`src/hdl/tmbc_pkg.sv`:
```
`timescale 1ns / 1ps

package tmbc_pkg;

	// fixed-point format of positions
	localparam int Q_FRAC = 8;
	localparam int Q_ONE = 256;
	localparam int POS_W = 24;
	// working width of a position between push steps
	localparam int WIDE_W = 28;
	// tile index field, wide enough for the largest map
	localparam int IDX_W = 10;
	localparam int CFG_W = 7;

	localparam logic [CFG_W-1:0] MAP_SIZE_RESET = 7'd64;

	// default geometry
	localparam int DEF_TILE_SIZE = 64;
	localparam int DEF_AGENT_SIZE = 60;
	localparam int DEF_MAX_COLUMNS = 64;
	localparam int DEF_MAX_ROWS = 64;

	// item kinds
	localparam logic MODE_WRITE = 1'b0;
	localparam logic MODE_RESOLVE = 1'b1;

	typedef enum logic {
		REG_MAP_COLUMNS = 1'b0,
		REG_MAP_ROWS    = 1'b1
	} cfg_reg_t;

	// classified item, as queued between front and back
	// write items use col[0], row[0] and col_ok[0] (tile inside storage)
	typedef struct packed {
		logic                    mode;
		logic                    solid;
		logic signed [POS_W-1:0] x;
		logic signed [POS_W-1:0] y;
		logic [1:0][IDX_W-1:0]   col;
		logic [1:0][IDX_W-1:0]   row;
		logic [1:0]              col_ok;
		logic [1:0]              row_ok;
	} tile_req_t;

	// back to front control
	typedef struct packed {
		logic pop;
		logic clearing;
	} back_ctl_t;

	typedef struct packed {
		logic                    hit;
		logic signed [POS_W-1:0] new_y;
		logic signed [POS_W-1:0] new_x;
	} res_t;

	typedef enum logic [1:0] {
		ST_CLEAR,
		ST_IDLE,
		ST_RUN,
		ST_DONE
	} back_state_t;

endpackage

```
`src/hdl/tmbc_fifo.sv`:
```
`timescale 1ns / 1ps

module tmbc_fifo #(
	parameter int WIDTH = 8
) (
	input  logic             clk,
	input  logic             arst_n,
	input  logic             wr_en,
	input  logic [WIDTH-1:0] wr_data,
	output logic             full,
	input  logic             rd_en,
	output logic [WIDTH-1:0] rd_data,
	output logic             empty
);

	logic [WIDTH-1:0] mem_q [2];
	logic             wptr_q;
	logic             rptr_q;
	logic [1:0]       cnt_q;
	logic             do_wr;
	logic             do_rd;

	assign full = (cnt_q == 2'd2);
	assign empty = (cnt_q == 2'd0);
	assign do_wr = wr_en & ~full;
	assign do_rd = rd_en & ~empty;
	assign rd_data = mem_q[rptr_q];

	// pointers and fill level
	always_ff @(posedge clk or negedge arst_n) begin
		if (!arst_n) begin
			wptr_q <= 1'b0;
			rptr_q <= 1'b0;
			cnt_q <= 2'd0;
		end else begin
			if (do_wr) begin
				wptr_q <= ~wptr_q;
			end
			if (do_rd) begin
				rptr_q <= ~rptr_q;
			end
			if (do_wr && !do_rd) begin
				cnt_q <= cnt_q + 2'd1;
			end else if (do_rd && !do_wr) begin
				cnt_q <= cnt_q - 2'd1;
			end
		end
	end

	// storage
	always_ff @(posedge clk) begin
		if (do_wr) begin
			mem_q[wptr_q] <= wr_data;
		end
	end

endmodule

```
`src/hdl/tmbc_front.sv`:
```
`timescale 1ns / 1ps

module tmbc_front import tmbc_pkg::*; #(
	parameter int TILE_SIZE = DEF_TILE_SIZE,
	parameter int AGENT_SIZE = DEF_AGENT_SIZE,
	parameter int MAX_COLUMNS = DEF_MAX_COLUMNS,
	parameter int MAX_ROWS = DEF_MAX_ROWS
) (
	input  logic                    clk,
	input  logic                    arst_n,
	input  logic                    push,
	output logic                    full,
	input  logic                    mode,
	input  logic [5:0]              tile_column,
	input  logic [5:0]              tile_row,
	input  logic                    tile_solid,
	input  logic signed [POS_W-1:0] pos_x,
	input  logic signed [POS_W-1:0] pos_y,
	input  logic                    cfg_write,
	input  logic                    cfg_index,
	input  logic [CFG_W-1:0]        cfg_data,
	output logic                    head_valid,
	output tile_req_t               head,
	input  back_ctl_t               ctl
);

	// corner coordinates need room for the agent offset
	localparam int EW = POS_W + 2;
	localparam int TSH = $clog2(TILE_SIZE) + Q_FRAC;
	localparam logic signed [EW-1:0] AGENT_Q = EW'(AGENT_SIZE * Q_ONE);

	logic [CFG_W-1:0]       map_columns_q;
	logic [CFG_W-1:0]       map_rows_q;
	logic signed [EW-1:0]   cx [2];
	logic signed [EW-1:0]   cy [2];
	logic signed [EW-1:0]   ix [2];
	logic signed [EW-1:0]   iy [2];
	tile_req_t              req;
	logic [$bits(tile_req_t)-1:0] head_vec;
	logic                   q_full;
	logic                   q_empty;
	logic                   accept;

	// map size registers
	always_ff @(posedge clk or negedge arst_n) begin
		if (!arst_n) begin
			map_columns_q <= MAP_SIZE_RESET;
			map_rows_q <= MAP_SIZE_RESET;
		end else if (cfg_write) begin
			case (cfg_index)
				REG_MAP_COLUMNS: map_columns_q <= cfg_data;
				REG_MAP_ROWS:    map_rows_q <= cfg_data;
				default:         ;
			endcase
		end
	end

	// corner tiles: two columns and two rows cover all four corners
	always_comb begin
		cx[0] = EW'(pos_x);
		cx[1] = EW'(pos_x) + AGENT_Q;
		cy[0] = EW'(pos_y);
		cy[1] = EW'(pos_y) + AGENT_Q;
		req = '0;
		req.mode = mode;
		req.solid = tile_solid;
		req.x = pos_x;
		req.y = pos_y;
		for (int j = 0; j < 2; j++) begin
			ix[j] = cx[j] >>> TSH;
			iy[j] = cy[j] >>> TSH;
			req.col[j] = ix[j][IDX_W-1:0];
			req.row[j] = iy[j][IDX_W-1:0];
			req.col_ok[j] = !ix[j][EW-1]
				&& ($unsigned(ix[j]) < EW'(map_columns_q))
				&& ($unsigned(ix[j]) < EW'(MAX_COLUMNS));
			req.row_ok[j] = !iy[j][EW-1]
				&& ($unsigned(iy[j]) < EW'(map_rows_q))
				&& ($unsigned(iy[j]) < EW'(MAX_ROWS));
		end
		// tile write: reuse the first column and row slots
		if (mode == MODE_WRITE) begin
			req.col[0] = IDX_W'(tile_column);
			req.row[0] = IDX_W'(tile_row);
			req.col_ok[0] = (32'(tile_column) < 32'(MAX_COLUMNS))
				&& (32'(tile_row) < 32'(MAX_ROWS));
		end
	end

	// no item taken while the map is being cleared
	assign full = q_full | ctl.clearing;
	assign accept = push & ~full;

	tmbc_fifo #(
		.WIDTH($bits(tile_req_t))
	) u_req_q (
		.clk    (clk),
		.arst_n (arst_n),
		.wr_en  (accept),
		.wr_data(req),
		.full   (q_full),
		.rd_en  (ctl.pop),
		.rd_data(head_vec),
		.empty  (q_empty)
	);

	assign head = tile_req_t'(head_vec);
	assign head_valid = ~q_empty;

endmodule

```
`config.mk`:
```
export PLATFORM = sky130hd
export DESIGN_NAME = tmbc_front
export DESIGN_NICKNAME = d
export VERILOG_FILES = /design/src/hdl/tmbc_pkg.sv /design/src/hdl/tmbc_fifo.sv /design/src/hdl/tmbc_front.sv
export SDC_FILE = /design/constraint.sdc
export NUM_CORES = 1
export LEC_CHECK = 0
export ABC_CLOCK_PERIOD_IN_PS = 6100
export CAP_MARGIN = 20
export CORE_MARGIN = 3
export CORE_UTILIZATION = 59
export CTS_BUF_LIST = sky130_fd_sc_hd__clkbuf_8
export DETAILED_ROUTE_END_ITERATION = 12
export DONT_BUFFER_PORTS = 1
export PLACE_DENSITY = 0.75
export RECOVER_POWER = 50
export SLEW_MARGIN = 10
export SYNTH_ARGS = -nofsm -noshare
export SYNTH_HDL_FRONTEND = slang
export SYNTH_HIERARCHICAL = 1
export SYNTH_SLANG_ARGS = --single-unit
```
`constraint.sdc`:
```
create_clock -name clk -period 6.1 [get_ports clk]
set_clock_uncertainty 0.05 [all_clocks]
set_input_delay 0.61 -clock clk [delete_from_list [all_inputs] [get_ports clk]]
set_output_delay 0.61 -clock clk [all_outputs]
set_load 0.02 [all_outputs]
```
After elaboration in Yosys (flattened, before gate mapping)
Memories as Yosys holds them, arrays and structs flattened.
Cells that the tools add are included.
Storage, ports and cells
  register bits: 18
  output and inout port bits: 96
  word-level logic and storage cells: 56
  memories: 1
  input bits: 76
  bits in writable memories: 188
Operators by class
  equality and inequality tests: 1
  magnitude comparators: 8
  bitwise logic cells: 10
  reduce and logical (&&, ||, !) cells: 20
  $add $sub $neg: 4
  multiplexer cells: 7
Memories
  u_req_q.mem_q: depth 2, width 94, read ports 1, clocked after Yosys merged registers in 0, write ports 1, RTL line tmbc_fifo.sv:16  | logic [WIDTH-1:0] mem_q [2];
Operators by type and width (count)
  26-bit by 7-bit less-than comparator with 1-bit output: 4
  26-bit by 7-bit less-than comparator with 1-bit output, second input constant: 4
  24-bit by 15-bit adder with 25-bit output, second input constant: 2
  10-bit 2-to-1 mux: 2
  1-bit logical AND: 10
  1-bit zero test: 6
  1-bit NOT: 6
  2-bit 2-to-1 mux: 2
  2-bit AND reduction: 2
  1-bit AND: 3
  1-bit 2-to-1 mux: 3
  2-bit by 1-bit adder with 2-bit output, second input constant: 1
  2-bit == test, second input constant: 1
  2-bit zero test: 1
  2-bit nonzero test: 1
  2-bit by 1-bit subtractor with 2-bit output, second input constant: 1
  1-bit OR: 1

Logic depth before layout (Yosys ltp)
  word-level depth: 9
  depth in mapped cells: 10

Cells and area by module
Netlist, hierarchy kept.
Modules (own cells, without submodules)
  tmbc_fifo: seq. area each 5745.5 sq um, cells an instance 312, area each 7190.6 sq um, instances 1
  tmbc_front: seq. area each 352.8 sq um, cells an instance 192, area each 1727.9 sq um, instances 1

Worst setup path before layout
No wires, ideal clock.
  path kind: input to register
  from: input ctl[0] (netlist name)
  to: memory u_req_q/mem_q[0][0] (netlist name) (enable)
  slack: 392 ps
  data arrival time: 5110 ps
  library setup time: 547 ps
  stages on the path: 4
  cell sequence: or2_2 nor2_1 nand2_1 nor2_1
Between the ends
  word-level cells in the longest chain between the ends: 6
Ends and longest elaborated chain
  start, declared: RTL line tmbc_front.sv:24  | input back_ctl_t ctl
  1-bit OR: RTL line tmbc_front.sv:91  | assign full = q_full | ctl.clearing;
  1-bit NOT: RTL line tmbc_front.sv:92  | assign accept = push & ~full;
  1-bit AND: RTL line tmbc_front.sv:92
  via accept: RTL line tmbc_front.sv:42  | logic accept;
  1-bit AND: RTL line tmbc_fifo.sv:25  | assign do_wr = wr_en & ~full;
  1-bit 2-to-1 mux: RTL line tmbc_fifo.sv:52  | if (do_wr) begin
  1-bit 2-to-1 mux (not written as such): RTL line tmbc_fifo.sv:53  | mem_q[wptr_q] <= wr_data;
  end, declared: RTL line tmbc_fifo.sv:16
The timed path passes the listed nets, and every way through them passes these cells.

Worst setup path after layout
  from: register u_req_q.cnt_q[0]
  to: memory u_req_q/mem_q[0][69] (netlist name) (enable)
Between the ends
  word-level cells in the longest chain between the ends: 7
  elaborated cells on any way between the ends: 8
  classes of those cells: eq/ne: 1; mux: 2; bitwise: 5
Ends and longest elaborated chain
  start, declared: RTL line tmbc_fifo.sv:19  | logic [1:0] cnt_q;
  start signal, assigned: RTL line tmbc_fifo.sv:43  | cnt_q <= cnt_q + 2'd1;
  start signal, assigned: RTL line tmbc_fifo.sv:45  | cnt_q <= cnt_q - 2'd1;
  2-bit == test: RTL line tmbc_fifo.sv:23  | assign full = (cnt_q == 2'd2);
  via q_full: RTL line tmbc_front.sv:40  | logic q_full;
  1-bit OR: RTL line tmbc_front.sv:91
  via full: RTL line tmbc_front.sv:12  | output logic full,
  1-bit NOT: RTL line tmbc_front.sv:92
  1-bit AND: RTL line tmbc_front.sv:92
  via accept: RTL line tmbc_front.sv:42
  1-bit AND: RTL line tmbc_fifo.sv:25
  1-bit 2-to-1 mux: RTL line tmbc_fifo.sv:52
  1-bit 2-to-1 mux (not written as such): RTL line tmbc_fifo.sv:53
The timed path passes the listed nets, and every way through them passes these cells.

==> summary.md <==
| Metric | Value |
|---|---|
| Status | finished, violations left |
| Failing checks | capacitance limit, slew limit |
| Routed WL per cell | 22.35 µm |
| Initial DRC count | 319 |
| Nets | 629 |
| Layout cells sized above 1 | 0.2821 |
| Syn nets | 605 |
| Tmin final | 3.669 ns |
| Tcrit/Tclk final | 0.6015 |
| R2r worst-path depth | 7 |
| Synthesis-stage register bit count | 206 |
| CP Class | reg2reg |
| DIE WIDTH | 128.9 µm |
| Final hold slack | 0.1022 ns |
| HP Start | pos_x[13] |
| Starting Density | 0.6090 |
| Total iterations of the first detailed-routing run | 4 |
| Pwr Total | 3.930 mW |
| Min-Delay Endpoint | u_req_q/mem_q[1][81] |
| CP Capture Type | flop |
| Post-Place Cell Area | 9077 µm² |
| Cells along the critical path | nand2b_1 > inv_1 > or2_2 > nor2_1 > nand2_1 > nor2_1 > clkbuf_1 |
| Unrepaired setup endpoints after global routing | false |
| Final wirelength | 16320 µm |
| GRT overflow | 0 |
| Cell Area, Synth | 8919 µm² |
| Synth area leaders | edfxtp_1, mux2_4, mux2_2 |
| Final hold violation count | 0 |
| Number of port buffers | 0 |
| GPL Wtd Cong | 0.7988 |
| R2R Setup Slk | 2.43 ns |
| Distinct cells, synth | 44 |
| Biggest area consumer among synthesized cells | edfxtp_1 |
| Top Ports | 172 |
| Main flop type after synthesis | edfxtp_1 |
| Slew headroom | -0.2232 |
| P per Cell Area | 410.6 nW/µm² |
| Peak Freq | 0.2725 GHz |
| Worst Setup Start Kind | flop |
| ANT cells | 0 |
| Cells after DPL | 677 |
| Max incr delay on CP | 1.37 ns |
| Hpwl dp | 10890 µm |
| Crit path top cell by count | nor2_1 |
| Clock transition at the registers of the reported paths | 0.06 ns |
| Avg Synthesized Cell Area | 17.70 µm² |
| Die Ht | 128.9 µm |
| Total number of vias | 4288 |
| Worst-Skew Late Latency | 0.55 ns |
| Number of CTS-inserted buffers | 31 |
| Pin count of the biggest net entering global routing | 57 |
| Die ar. | 16630 µm² |
| Max-cap violations | 1 |
| All-Layer GR Usage | 0.1955 |
| Worst-path maximum fanout | 31 |
| Mapped Cells | 504 |
| CTS tree | yes |
| Core area | 14640 µm² |
| Synth-to-Final Area Change | 7.309% |
| DRC | 0 |
| Vias in the first global route | 4522 |
| Most common cell in the synthesized netlist | edfxtp_1 |
| Htree depth | 1 |
| Syn. warnings | 6 |
| Post-synth EDFFs | 188 |
| Yosys top cell area share | 0.6330 |
| HP Class | in2reg |
| Post-CTS resize count | 0 |
| Buffer depth of the longest clock path | 3 |
| Finished Cell Area | 9570 µm² |
| Post-DRT Antenna Nets | 0 |
| Crit-path slowest cell | clkbuf_1 |
| CP bufs+invs | 2 |
| Reg2reg start | u_req_q/cnt_q[0] |
| Worst Path Arrival | 3.74 ns |
| Synth top cells by count | edfxtp_1, mux2_2, mux2_4, ha_1, nand2_1 |
| Final Non-Filler Cells | 730 |
| Hold Path Cell Cnt | 0 |
| # setup viols final | 0 |
| CP required | 6.17 ns |
| Mean number of vias per cell | 5.874 |
| Global-route wire length before repair | 25210 µm |
| Peak VDD IR | 377.9 µV |
| Pleak | 3.496 nW |
| Worst-margin pin slew | 1.835 ns |
| Setup TNS | 0 ns |
| Sink Count | 206 |
| Seq/Total Area, Yosys | 0.6838 |
| Crit-path leading delay family | buffers and inverters |
| Asr flop ratio synth | 0.08738 |
| Initial antenna violation count | 0 |
| Rows | 44 |
| Fin. max-slew vios | 32 |
| RR Endpoint | u_req_q/mem_q[0][69] |
| Clock Tree Root | clkbuf_8 |
==> power breakdown <==
part           switching [mW]  total [mW]  leakage, nW  internal [mW]
combinational           0.655        1.10         1.26          0.444
sequential              0.137        1.90         1.92           1.76
clock                   0.468       0.931        0.318          0.463
total                    1.26        3.93         3.50           2.67
==> worst max path at each step <==
stage	from	end	slack (ns)	cells after the start
after CTS	u_req_q/rptr_q	head[4]	2.61	2
after global routing	u_req_q/cnt_q[0]	u_req_q/mem_q[0][45]	2.12	7
after global placement	ctl[0]	u_req_q/mem_q[0][61]	3.02	5
after detailed placement	u_req_q/cnt_q[0]	u_req_q/mem_q[0][16]	2.91	7
final	u_req_q/cnt_q[0]	u_req_q/mem_q[0][69]	2.43	7
after floorplan	ctl[0]	u_req_q/mem_q[0][0]	0.39	4
==> cell usage in the layout, fill, tap and decap left out, drive strengths merged, types with 2 or more instances in the layout <==
cell type  Yosys  routed
nand4          5       5
ha            25      25
nand2b         3       3
and3           4       4
and2          10      10
o21a           4       4
clkinv         0       3
a41oi          2       2
mux2         115     115
mux2i          2       2
inv           17      34
a21oi          5       5
dfstp          2       2
nand2         21      21
xnor2         15      15
dfrtp         16      16
clkbuf         3      32
or4            3       3
o41a           2       2
nor2          10      10
nand3          5       5
edfxtp       188     188
xor2           9       9
o211ai         2       2
o21ai          8       8
a211oi         4       4
and4           3       3
buf           12       4
a21o           3       3
==> registers in the layout, summed over array words and instances, names as in the netlist <==
| signal | count |
|---|---|
| u_req_q/mem_q | 188 |
| map_columns_q | 7 |
| map_rows_q | 7 |
| u_req_q/cnt_q | 2 |
| u_req_q/rptr_q | 1 |
| u_req_q/wptr_q | 1 |
==> what timing repair did <==
item / 4_1_cts / 5_1_grt
hold buffers: 1 / 0
endpoints found under the hold margin: 18 / 0
buffers inserted: 0 / 0
==> worst reg2reg max path, cell delays in order (launching register included) <==
cell      delay [ns]
dfrtp_1         0.43
nand2b_1        0.19
inv_1           0.05
or2_2           0.34
nor2_1          0.15
nand2_1         0.12
nor2_1          0.50
clkbuf_1        1.37
==> stage by stage <==
step | setup WS [ns] | util
floorplan | 0.3923 | -
global placement | 3.020 | 0.6199
detailed placement | 2.911 | 0.6199
CTS | 2.613 | 0.6548
global route | 2.123 | 0.6535
finish | 2.431 | 0.6535
==> logic make-up after synthesis <==
kind of cell / after synthesis / share of synthesized area
AOI/OAI and AO/OA: 32 / 0.02665
xor gates and xnor gates: 24 / 0.02357
adders and majority gates: 25 / 0.03507
buffers and inverters: 32 / 0.02034
DFF: 206 / 0.6838
muxes: 117 / 0.1689
and+or+nand+nor: 68 / 0.04167
==> area by class of cell <==
type / instances / area [µm²]
Clock buffer: 31 / 426.7
Multi-Input combinational cell: 266 / 2629
Fill cell: 1031 / 5074
Tap cell: 184 / 230.2
Sequential cell: 206 / 6102
Inverter: 17 / 63.81
Clock inverter: 20 / 75.07
Timing Repair Buffer: 6 / 43.79
==> routing by layer <==
layer	global-route usage	vias to the layer above	share of wire
met4	0.04324	0	0.014
met2	0.3244	143	0.50
met5	0	-	0
met1	0.2459	2141	0.40
li1	-	1975	-
met3	0.07638	29	0.089
Power figures use the tool's default switching activity.
